**config.mk**
```make
export PLATFORM = sky130hd
export DESIGN_NAME = erc_phase
export DESIGN_NICKNAME = d
export VERILOG_FILES = /design/src/hdl/erc_pkg.sv /design/src/hdl/erc_phase.sv
export SDC_FILE = /design/constraint.sdc
export NUM_CORES = 1
export LEC_CHECK = 0
export ABC_AREA = 1
export BUFFER_PORTS_ARGS = -buffer_cell sky130_fd_sc_hd__buf_2
export CAP_MARGIN = 15
export CORE_UTILIZATION = 58
export CTS_CLUSTER_SIZE = 25
export DETAILED_ROUTE_END_ITERATION = 7
export PLACE_DENSITY = 0.79
export REMOVE_ABC_BUFFERS = 1
export SYNTH_ARGS = -nofsm -noshare
export SYNTH_HDL_FRONTEND = slang
export SYNTH_SLANG_ARGS = --single-unit
```
**constraint.sdc**
```tcl
create_clock -name clk -period 4.6 [get_ports clk]
set_input_delay 0.92 -clock clk [delete_from_list [all_inputs] [get_ports clk]]
set_output_delay 0.92 -clock clk [all_outputs]
set_load 0.01 [all_outputs]
```
**src/hdl/erc_pkg.sv**
```systemverilog
// ----------------------------------------------------------------------------
// erc_pkg
// Shared types and constants for the Euler rotation composer.
// ----------------------------------------------------------------------------
package erc_pkg;

    localparam int ANGLE_W    = 16;
    localparam int KIND_W     = 3;
    localparam int OUT_W      = 16;
    localparam int MAT_DIM    = 3;
    localparam int MAT_DATA_W = MAT_DIM * MAT_DIM * OUT_W;

    typedef enum logic [KIND_W-1:0] {
        KIND_XPOS = 3'd0,
        KIND_YPOS = 3'd1,
        KIND_ZPOS = 3'd2,
        KIND_XROT = 3'd3,
        KIND_YROT = 3'd4,
        KIND_ZROT = 3'd5
    } channel_kind_t;

    // travels alongside each channel through the pipeline
    typedef struct packed {
        logic [KIND_W-1:0] kind;
        logic              last;
    } chan_tag_t;

endpackage

```
**src/hdl/erc_phase.sv**
```systemverilog
// ----------------------------------------------------------------------------
// erc_phase
// Reduces an angle modulo one turn and rounds it to the nearest table phase.
// ----------------------------------------------------------------------------
module erc_phase #(
    parameter int SINE_TABLE_ENTRIES = 1024
) (
    input  logic                                clk,
    input  logic                                rst_n,
    input  logic                                in_valid,
    output logic                                in_ready,
    input  logic signed [erc_pkg::ANGLE_W-1:0]  in_angle,
    input  erc_pkg::chan_tag_t                  in_tag,
    output logic                                out_valid,
    input  logic                                out_ready,
    output logic [$clog2(SINE_TABLE_ENTRIES)-1:0] out_phase,
    output erc_pkg::chan_tag_t                  out_tag
);

    import erc_pkg::*;

    localparam int UNITS_PER_TURN = 23040;
    localparam int HALF_TURN      = UNITS_PER_TURN / 2;
    localparam int TURN_SHIFT     = 9;
    localparam int TURN_ODD       = UNITS_PER_TURN >> TURN_SHIFT;
    localparam int R_W            = 15;
    localparam int PROD_MAX       = (UNITS_PER_TURN - 1) * SINE_TABLE_ENTRIES + HALF_TURN;
    localparam int PROD_W         = $clog2(PROD_MAX + 1);
    localparam int V_W            = PROD_W - TURN_SHIFT;
    localparam int RSH            = V_W + 6;
    localparam longint unsigned RECIP = (64'd1 << RSH) / TURN_ODD;
    localparam int RECIP_W        = RSH - 5;
    localparam int MUL_W          = V_W + RECIP_W;
    localparam int Q_W            = $clog2(SINE_TABLE_ENTRIES + 1);
    localparam int K_W            = $clog2(SINE_TABLE_ENTRIES);

    logic                     v1_reg, v2_reg, v3_reg;
    logic                     rdy1, rdy2, rdy3;
    logic signed [ANGLE_W-1:0] ang_reg;
    chan_tag_t                tag1_reg, tag2_reg, tag3_reg;
    logic [V_W-1:0]           vq2_reg, vq3_reg;
    logic [Q_W-1:0]           q3_reg;

    logic signed [17:0]       ang_w;
    logic signed [17:0]       r_w;
    logic [R_W-1:0]           r;
    logic [PROD_W-1:0]        prod;
    logic [V_W-1:0]           v_next;
    logic [MUL_W-1:0]         mul;
    logic [Q_W-1:0]           q_next;
    logic [V_W-1:0]           rem;
    logic [Q_W-1:0]           k_raw;

    assign rdy3     = !v3_reg || out_ready;
    assign rdy2     = !v2_reg || rdy3;
    assign rdy1     = !v1_reg || rdy2;
    assign in_ready = rdy1;

    always_comb
    begin
        ang_w = 18'(ang_reg);
        if (ang_w < -18'sd23040)
            r_w = ang_w + 18'sd46080;
        else if (ang_w < 18'sd0)
            r_w = ang_w + 18'sd23040;
        else if (ang_w >= 18'sd23040)
            r_w = ang_w - 18'sd23040;
        else
            r_w = ang_w;
        r      = r_w[R_W-1:0];
        prod   = PROD_W'(r) * PROD_W'(SINE_TABLE_ENTRIES) + PROD_W'(HALF_TURN);
        v_next = prod[PROD_W-1:TURN_SHIFT];
    end

    always_comb
    begin
        mul    = MUL_W'(vq2_reg) * MUL_W'(RECIP);
        q_next = Q_W'(mul >> RSH);
    end

    // reciprocal estimate is exact or one short
    always_comb
    begin
        rem   = vq3_reg - V_W'(q3_reg) * V_W'(TURN_ODD);
        k_raw = (rem >= V_W'(TURN_ODD)) ? q3_reg + Q_W'(1) : q3_reg;
        if (k_raw == Q_W'(SINE_TABLE_ENTRIES))
            out_phase = '0;
        else
            out_phase = k_raw[K_W-1:0];
    end

    assign out_valid = v3_reg;
    assign out_tag   = tag3_reg;

    always_ff @(posedge clk or negedge rst_n)
    begin
        if (!rst_n)
        begin
            v1_reg <= 1'b0;
            v2_reg <= 1'b0;
            v3_reg <= 1'b0;
        end
        else
        begin
            if (rdy1)
                v1_reg <= in_valid;
            if (rdy2)
                v2_reg <= v1_reg;
            if (rdy3)
                v3_reg <= v2_reg;
        end
    end

    always_ff @(posedge clk)
    begin
        if (rdy1 && in_valid)
        begin
            ang_reg  <= in_angle;
            tag1_reg <= in_tag;
        end
        if (rdy2 && v1_reg)
        begin
            vq2_reg  <= v_next;
            tag2_reg <= tag1_reg;
        end
        if (rdy3 && v2_reg)
        begin
            vq3_reg  <= vq2_reg;
            q3_reg   <= q_next;
            tag3_reg <= tag2_reg;
        end
    end

endmodule

```
==> results of run 1 <==
layout make-up:
type | instances | area share (%)
clock inverter | 7 | 0.8225
multi-input combinational | 772 | 58.40
clock buffer | 9 | 1.828
inverter | 282 | 8.631
sequential | 72 | 17.42
tap | 216 | 2.193
timing repair buffer | 179 | 10.70
Yosys cell counts (all sizes together), types with 2 or more instances:
cell      n
nor3     12
dfrtp     3
o221ai    2
inv     282
nand2   252
o21ai    17
fa       84
or2       4
edfxtp   69
a21oi    40
nor2     68
nor4      2
xnor2    16
nand3    64
ha      153
a31oi     4
nand4    11
o21bai    5
a21o      6
xor2     19
nand3b    4
and2      2
metrics by stage:
| stage | util (%) | instances | setup TNS [ns] | instance area, µm² | hold slack [ns] |
|---|---|---|---|---|---|
| after floorplan | - | 1125 | -3.173 | 9360 | 0.4003 |
| after global placement | 67.60 | 1495 | -9.817 | 10700 | 0.4005 |
| after detailed placement | 67.60 | 1495 | -11.69 | 10700 | 0.4054 |
| after CTS | 74.70 | 1525 | -10.06 | 11820 | 0.3504 |
| after global routing | 77.85 | 1537 | -16.08 | 12320 | 0.3548 |
| final | 77.85 | 1537 | -13.28 | 12320 | 0.3493 |
metal layers:
layer | track usage (%) | part of all wire [%]
met2 | 56.06 | 48
met5 | 0 | 0
met4 | 21.87 | 8.9
met1 | 36.15 | 35
met3 | 6.193 | 7.8
what timing repair did:
item | in CTS | in global routing
setup buffers | 13 | 12
resized for setup | 127 | 79
pin swaps | 67 | 68
endpoints found under the hold margin | 0 | 0
cloned | 1 | 0
endpoints found under the setup margin | 21 | 21
path summary, 6_finish.rpt:
kind	start	to	slack, ns	cells after the start
min reg2reg	tag2_reg[0]$_DFFE_PP_	out_tag[0]$_DFFE_PP_	0.42	0
max in group asynchronous	rst_n	v2_reg$_DFFE_PN0P_	4.15	1
max reg2reg	vq2_reg[5]$_DFFE_PP_	q3_reg[4]$_DFFE_PP_	-0.49	19
min in group clk	tag2_reg[0]$_DFFE_PP_	out_tag[0]$_DFFE_PP_	0.42	0
max	q3_reg[8]$_DFFE_PP_	out_phase[1]	-0.90	21
min	rst_n	v1_reg$_DFFE_PN0N_	0.35	1
kinds of logic after synthesis:
kind of cell	count (synthesis)	synth area share (%)
AND/OR/NAND/NOR	420	19.17
XOR/XNOR	35	3.273
buffers and inverters	283	11.36
flip-flops	72	22.93
AO/OA/AOI/OAI	78	4.770
adder cells (fa/ha/maj)	238	38.50
worst reg2reg max path, cell delays in order, from the launching register on:
cell and delay [ns]:
edfxtp_1 0.47, buf_6 0.16, ha_4 0.27, inv_4 0.04
fa_1 0.46, fa_1 0.51, inv_2 0.04, fa_2 0.45
fa_2 0.56, fa_2 0.46, ha_4 0.35, nand2_4 0.08
inv_4 0.07, nand2_2 0.06, nor3_2 0.13, buf_4 0.16
nand4_1 0.17, nand3_4 0.17, a21oi_2 0.08, xnor2_1 0.14
==> results by group, run 1 <==
Outcome
  – Status: finished, violations left
  – Failing checks: negative setup slack

Clock network
  – H-tree lvl count: 3
  – Root Driver: clkbuf_16
  – Hold Buf Count CTS: 0
  – CTS tree: yes
  – Reg clk slew, reported paths: 0.06 ns
  – TritonCTS Buffers: 9
  – Clk_lat worst skew: 0.35 ns
  – CTS sink count: 72
  – Clock Path Buffers: 2

Setup path
  – Critical path class: flip-flop to primary output
  – Worst path cell trace: ha_4, fa_1, inv_2, fa_1, inv_1, fa_1, inv_2, ha_4, nand2_4, buf_4, nor3_2, nand2_1, nand3_2, nand2_1, nor2_1, nand2_1, nor2_4, buf_12, nand3_1, nand2_2, buf_2
  – Critical Path End Type: primary output
  – CP Launch Type: flip-flop
  – CP peak stage delay: 0.56 ns
  – Slowest stage cell on the critical path: fa_1
  – CP delay by family, top: adder cells
  – CP required: 3.68 ns
  – Crit path max fanout: 10
  – Worst Path Buf+Inv: 6
  – Crit path arrival time: 4.58 ns

Die
  – Die Wd: 129.1 µm
  – Die Ht: 129.1 µm
  – IO Count: 40
  – Row Count: 46
  – Core Area: 15830 µm²
  – Die Area: 16660 µm²
  – Starting Density: 59.17%

Finish
  – Sequential cell area: 2147 µm²
  – # nets final: 1577
  – Area grow syn2layout: 31.57%
  – Multi-input gate area: 7196 µm²
  – Commonest non-fill, non-tap cell in the layout: inv_1
  – Largest register FFs: 16
  – Filler cells: 926
  – Layout cells sized above 1: 27.93%
  – N_diodes: 0
  – Most frequent cells in the layout: inv_1, nand2_1, buf_4

Global route
  – Gr usage total: 32.26%
  – Initial antenna violation count: 0
  – Largest net degree at the start of global routing: 31
  – First-pass GRT wire length: 40490 µm
  – Gr ovfl total: 0
  – Vias in the first global route: 8369

Logic synthesis
  – Synth async-reset ratio: 4.167%
  – Sequential share of the synthesized area: 22.93%
  – Post-synthesis register bit count: 72
  – Area contributors post-synth: edfxtp_1, ha_1, fa_1, inv_1, nand2_1
  – Yosys warns: 0
  – Yosys top cell area share: 22.12%
  – Post-Syn Area: 9365 µm²
  – Cell taking the most area after synthesis: edfxtp_1
  – Mapped Avg Cell Area: 8.317 µm²
  – Distinct cells, synth: 37
  – Primary FF master, synth: edfxtp_1
  – Synth Instances: 1126
  – EDFF count, synth: 69

Placed design
  – RD Place Congestion: 1.015
  – Number of port buffers: 39
  – Post-DP HPWL: 18820 µm
  – Post-Place Worst Slack: -0.7074 ns

STA
  – Slew margin rel.: 27.26%
  – Period utilisation layout: 119.6%
  – PnR worst setup slack: -0.9001 ns
  – Skew final: 0.009004 ns
  – Worst slew pin tran: 1.089 ns
  – Hold Vio Cnt, Final: 0
  – Final setup fails: 21
  – RSZ-0062 raised after global routing: true
  – Max frequency: 181.8 MHz
  – Final min period: 5.500 ns
  – Max-slew violations: 0

Detailed routing
  – Iteration-0 DRC count of the detailed router: 719
  – Final wirelength: 29230 µm
  – DR WL/cell: 19.02 µm
  – First-pass DRT Iterations: 7
  – Vias per cell: 5.666
  – Remaining antenna violation count after routing: 0
  – Routed via count: 8708
  – Residual DRC: 0

Hold path
  – Hold Path Class: primary input to asynchronous set/reset pin

Run
  – Max Cap Viol: 0
Power of run 1 is not shown: default switching activity piles up to over one toggle a cycle in this logic, so the estimate is an artifact.
==> inputs of run 2 (changes only) <==
CORE_UTILIZATION = 50   (was 58)
GPL_ROUTABILITY_DRIVEN = 0   (was unset)
HOLD_SLACK_MARGIN = 0.1   (was unset)
PLACE_DENSITY = 0.69   (was 0.79)
==> results by group, run 2 (synthesis results as in run 1) <==
Die
  – Die Area: 19280 µm² (+16%)
  – Die Wd: 138.9 µm (+7.6%)
  – Core Area: 18150 µm² (+15%)
  – Starting Density: 51.61% (-7.6 points)
  – Row Count: 49 (+6.5%)
  – Die Ht: 138.9 µm (+7.6%)
  – IO Count: 40 (unchanged)

Finish
  – # nets final: 1577 (unchanged)
  – Commonest non-fill, non-tap cell in the layout: inv_1
  – Layout cells sized above 1: 27.93% (unchanged)
  – N_diodes: 0 (unchanged)
  – Area grow syn2layout: 30.37%
  – Largest register FFs: 16 (unchanged)
  – Most frequent cells in the layout: inv_1, nand2_1, buf_4
  – Non-Filler Instances: 1550 (+0.85%)

Outcome
  – Status: finished, violations left
  – Failing checks: design-rule violations, negative setup slack

STA
  – Final setup fails: 21 (unchanged)
  – Max frequency: 181.3 MHz (-0.26%)
  – Max-slew violations: 0 (unchanged)
  – Worst slew pin tran: 1.113 ns (+0.02397 ns)
  – RSZ-0062 raised after global routing: true
  – PnR worst setup slack: -0.9145 ns (-0.01444 ns)
  – Hold Vio Cnt, Final: 0 (unchanged)
  – Final min period: 5.515 ns (+0.01444 ns)
  – Slew margin rel.: 25.66% (-1.6 points)
  – Period utilisation layout: 119.9% (+0.31 points)
  – Skew final: 0.01023 ns (+0.001227 ns)

Setup path
  – R2r startpoint: vq2_reg[4]$_DFFE_PP_
  – Worst reg2reg path depth: 19 (unchanged)
  – Worst reg2reg endpoint: q3_reg[4]$_DFFE_PP_
  – Critical Path End Type: primary output
  – CP Launch Type: flip-flop
  – Crit path arrival time: 4.59 ns (about the same)
  – R2r setup slk: -0.36 ns (+0.13 ns)
  – Crit path max fanout: 5 (-5)
  – Critical path class: flip-flop to primary output
  – CP required: 3.68 ns (about the same)

Global route
  – Gr usage total: 24.61% (-7.7 points)
  – First-pass GRT wire length: 36850 µm (-9.0%)
  – Initial antenna violation count: 0 (unchanged)
  – Vias in the first global route: 7877 (-5.9%)
  – Gr ovfl total: 0 (unchanged)
  – Largest net degree at the start of global routing: 31 (unchanged)

Run
  – Max Cap Viol: 0 (unchanged)

Detailed routing
  – DR WL/cell: 15.71 µm (-17%)
  – Residual DRC: 4 (+4)
  – First-pass DRT Iterations: 8 (+1)
  – Routed via count: 7947 (-8.7%)
  – Iteration-0 DRC count of the detailed router: 476 (-34%)
  – Vias per cell: 5.127 (-9.5%)
  – Remaining antenna violation count after routing: 0 (unchanged)
  – Final wirelength: 24350 µm (-17%)

Clock network
  – Clk_lat worst skew: 0.35 ns (about the same)
  – Hold Buf Count CTS: 0 (unchanged)
  – CTS tree: yes
  – Clock Path Buffers: 2 (unchanged)
  – Root Driver: clkbuf_16
  – CTS sink count: 72 (unchanged)
  – TritonCTS Buffers: 9 (unchanged)
  – H-tree lvl count: 3 (unchanged)
  – Reg clk slew, reported paths: 0.06 ns (about the same)

Placed design
  – Number of port buffers: 39 (unchanged)
  – Post-DP HPWL: 18720 µm (-0.50%)
  – Dpl cells: 1519 (+1.6%)

Hold path
  – Hold Path Class: primary input to asynchronous set/reset pin
run 2: worst max-delay path by stage:
| stage | start | to | slack (ns) | cells past startpoint |
|---|---|---|---|---|
| final | q3_reg[5]$_DFFE_PP_ | out_phase[5] | -0.91 | 23 |
| after floorplan | vq2_reg[2]$_DFFE_PP_ | q3_reg[4]$_DFFE_PP_ | -0.21 | 17 |
| after global routing | q3_reg[5]$_DFFE_PP_ | out_phase[5] | -1.09 | 23 |
| after global placement | q3_reg[8]$_DFFE_PP_ | out_phase[1] | -0.69 | 21 |
| after CTS | q3_reg[8]$_DFFE_PP_ | out_phase[1] | -0.86 | 23 |
| after detailed placement | q3_reg[8]$_DFFE_PP_ | out_phase[1] | -0.75 | 21 |
run 2: stage by stage:
| stage | hold WS [ns] | TNS (ns) | area (µm²) | worst slack, ns | utilization [%] |
|---|---|---|---|---|---|
| 6_report | 0.3525 | -12.22 | 12210 | -0.9145 | 67.28 |
| 5_1_grt | 0.3470 | -15.54 | 12210 | -1.093 | 67.28 |
| 4_1_cts | 0.3495 | -11.01 | 11680 | -0.8640 | 64.34 |
| 3_5_place_dp | 0.4061 | -12.04 | 10800 | -0.7496 | 59.51 |
| 3_3_place_gp | 0.4006 | -10.39 | 10800 | -0.6913 | 59.51 |
| 2_1_floorplan | 0.4003 | -3.173 | 9360 | -0.2128 | - |
run 2: per-layer routing:
metal	up-vias	track usage, %	wire length [µm]
li1	3923	-	-
met1	3684	28.83	9751
met2	262	44.84	12490
met3	78	2.901	1025
met4	0	11.58	1082
met5	-	0	0
run 2: timing repair:
item,in CTS,in global routing
hold endpoints to repair,0,0
resized for setup,99,106
pin swaps,53,73
endpoints found under the setup margin,21,21
setup buffers,7,6
cloned,0,2
run 2: cell type report:
cell class	count	area (µm²)
Sequential cell	72	2147
Multi-Input combinational cell	772	7113
Clock inverter	6	45.04
Fill cell	1365	5938
Inverter	282	1064
Clock buffer	10	229.0
Tap cell	229	286.5
Timing Repair Buffer	179	1325
run 2: critical path, stage by stage (launching register included):
cell and delay, ns:
edfxtp_1 0.52, ha_4 0.34, inv_2 0.04, fa_1 0.51, inv_2 0.04, fa_1 0.48
fa_1 0.50, inv_2 0.05, ha_4 0.24, nand2_1 0.06, nand2_1 0.08, inv_1 0.08
nand2_2 0.08, a21oi_2 0.17, nand2_1 0.09, nand2_2 0.09, nand2_2 0.06, nor2_2 0.11
nand2_2 0.08, nor2_4 0.20, buf_12 0.16, nand3_1 0.08, nand2_1 0.07, buf_2 0.12
Power of run 2 is left out for the same reason.
==> inputs of run 3 (changes only) <==
ABC_AREA = unset   (was 1)
PLACE_DENSITY = 0.7   (was 0.69)
==> results by group, run 3 <==
Outcome
  – Status: finished, violations left
  – Failing checks: negative setup slack

STA
  – Max frequency: 168.6 MHz (-7.0%)
  – Hold WS: 0.3634 ns (+0.01096 ns)
  – RSZ-0062 raised after global routing: true
  – Slew margin rel.: 44.44% (+19 points)
  – Final setup fails: 21 (unchanged)
  – Hold Vio Cnt, Final: 0 (unchanged)
  – Max-slew violations: 0 (unchanged)
  – Period utilisation layout: 128.9% (+9.0 points)
  – Final min period: 5.930 ns (+0.4154 ns)
  – Skew final: 0.009054 ns (-0.001178 ns)
  – Worst slew pin tran: 0.8334 ns (-0.2792 ns)
  – PnR worst setup slack: -1.330 ns (-0.4154 ns)

Logic synthesis
  – Area contributors post-synth: edfxtp_1, ha_1, fa_1, inv_1, xnor2_1
  – EDFF count, synth: 69 (unchanged)
  – Primary FF master, synth: edfxtp_1
  – Yosys top cell area share: 24.49% (+2.4 points)
  – Most frequent cell after synthesis: inv_1
  – Mapped Avg Cell Area: 10.59 µm² (+27%)
  – Main combinational cell family by area after synthesis: adder cells
  – Sequential share of the synthesized area: 25.38% (+2.5 points)
  – Post-Synth Adder-Cell Area: 42.63% (+4.1 points)
  – Post-Syn Area: 8459 µm² (-9.7%)
  – Cell taking the most area after synthesis: edfxtp_1
  – Synth Area in Simple Gates: 8.253% (-11 points)
  – Compound-Gate Fraction of Synth Area: 9.363% (+4.6 points)
  – Post-synth top cells: inv_1, ha_1, fa_1
  – Synth async-reset ratio: 4.167% (unchanged)
  – Mux contribution to synthesized area: 0.6804% (+0.68 points)
  – Post-synthesis register bit count: 72 (unchanged)
  – Distinct cells, synth: 69 (+86%)
  – Synth Instances: 799 (-29%)
  – Yosys warns: 0 (unchanged)
  – Post-synthesis xor/xnor area fraction: 5.073% (+1.8 points)

Setup path
  – Crit path arrival time: 5.01 ns (+0.42 ns)
  – R2r startpoint: vq2_reg[5]$_DFFE_PP_
  – Worst reg2reg endpoint: q3_reg[10]$_DFFE_PP_
  – Worst path cell trace: ha_2, inv_2, fa_1, inv_2, fa_1, fa_1, inv_2, ha_4, a211oi_4, o21bai_2, buf_4, or3b_4, o221ai_4, xnor2_2, nor4_4, buf_4, nand2_4, mux2_4, buf_6
  – Worst reg2reg path depth: 17 (-2)
  – CP Launch Type: flip-flop
  – R2r setup slk: -0.85 ns (-0.49 ns)
  – Critical Path End Type: primary output
  – CP required: 3.68 ns (about the same)
  – CP delay by family, top: adder cells
  – Worst Path Buf+Inv: 6 (unchanged)
  – CP peak stage delay: 0.55 ns (+0.03 ns)
  – Slowest stage cell on the critical path: fa_1
  – Critical path class: flip-flop to primary output
  – Crit path max fanout: 3 (-2)

Die
  – IO Count: 40 (unchanged)
  – Row Count: 47 (-4.1%)
  – Die Area: 17440 µm² (-9.5%)
  – Die Ht: 132.1 µm (-4.9%)
  – Die Wd: 132.1 µm (-4.9%)
  – Core Area: 16520 µm² (-8.9%)
  – Starting Density: 51.19% (-0.41 points)

Run
  – Max Cap Viol: 0 (unchanged)

Detailed routing
  – Final wirelength: 19920 µm (-18%)
  – Vias per cell: 5.184 (+1.1%)
  – Routed via count: 6371 (-20%)
  – Residual DRC: 0 (-4)
  – Iteration-0 DRC count of the detailed router: 260 (-45%)
  – First-pass DRT Iterations: 4 (-4)
  – DR WL/cell: 16.21 µm (+3.2%)
  – Remaining antenna violation count after routing: 0 (unchanged)

Finish
  – # nets final: 1265 (-20%)
  – Most frequent cells in the layout: inv_1, buf_4, ha_1
  – Largest register FFs: 16 (unchanged)
  – Commonest non-fill, non-tap cell in the layout: inv_1
  – N_diodes: 0 (unchanged)
  – Layout cells sized above 1: 32.01% (+4.1 points)
  – Area grow syn2layout: 31.13%

Global route
  – Initial antenna violation count: 0 (unchanged)
  – Gr ovfl total: 0 (unchanged)
  – Largest net degree at the start of global routing: 31 (unchanged)
  – Vias in the first global route: 6822 (-13%)
  – First-pass GRT wire length: 32090 µm (-13%)
  – Gr usage total: 23.47% (-1.1 points)

Clock network
  – Reg clk slew, reported paths: 0.06 ns (about the same)
  – Root Driver: clkbuf_16
  – H-tree lvl count: 3 (unchanged)
  – CTS sink count: 72 (unchanged)
  – Clock Path Buffers: 2 (unchanged)
  – TritonCTS Buffers: 9 (unchanged)
  – CTS tree: yes
  – Hold Buf Count CTS: 0 (unchanged)
  – Clk_lat worst skew: 0.34 ns (about the same)

Placed design
  – Post-DP HPWL: 15350 µm (-18%)
  – Number of port buffers: 39 (unchanged)

Hold path
  – Hold Path Class: primary input to asynchronous set/reset pin
## run 3: cell count changes after synthesis, moves of 10 or more
cell and change:
nand2_1 -231, inv_1 -94, nor2_1 -39, nand3_1 -38, xnor2_1 +10
## run 3: worst max-delay path by stage
stage                             start            to  cells past startpoint
floorplan           q3_reg[6]$_DFFE_PP_  out_phase[1]                     15
global placement    q3_reg[6]$_DFFE_PP_  out_phase[1]                     20
detailed placement  q3_reg[6]$_DFFE_PP_  out_phase[1]                     20
CTS                 q3_reg[5]$_DFFE_PP_  out_phase[1]                     20
global route        q3_reg[8]$_DFFE_PP_  out_phase[1]                     19
finish              q3_reg[4]$_DFFE_PP_  out_phase[1]                     19
## run 3: layout make-up
type	count	area [µm²]
tap	220	275.3
sequential	72	2147
clock inverter	7	71.32
inverter	186	700.7
multi-input combinational	535	6215
clock buffer	9	225.2
fill	1195	5431
timing repair buffer	200	1459
## run 3: through the flow
step                utilization (%)  cells  setup TNS, ns  worst slack [ns]  instance area (µm²)
finish                        67.13   1229         -20.22            -1.330                11090
global route                  67.13   1229         -23.21            -1.482                11090
CTS                           65.33   1221         -19.53            -1.348                10800
detailed placement            59.76   1182         -20.61            -1.235                 9874
global placement              59.76   1182         -19.45            -1.194                 9874
floorplan                         -    793         -14.87           -0.9523                 8428
## run 3: routing by layer
metal,global-route usage (%),wire [µm],vias up
met1,26.76,8028,3062
met4,8.140,595,0
met2,44.80,10660,150
li1,-,-,3113
met5,0,0,-
met3,2.922,631,46
## run 3: timing repair
item	4_1_cts	5_1_grt
setup endpoints to repair	21	21
pin swaps	79	37
resized for setup	87	44
setup buffers	23	12
## run 3: logic make-up (layout without fill, tap and decap cells)
logic type                 count (synthesis)  after routing
AOI/OAI and AO/OA                        113            113
muxes                                      5              5
and+or+nand+nor                          130            130
xor gates and xnor gates                  49             49
adders and majority gates                238            238
buffers and inverters                    192            402
DFF                                       72             72
Power of run 3 is left out for the same reason.
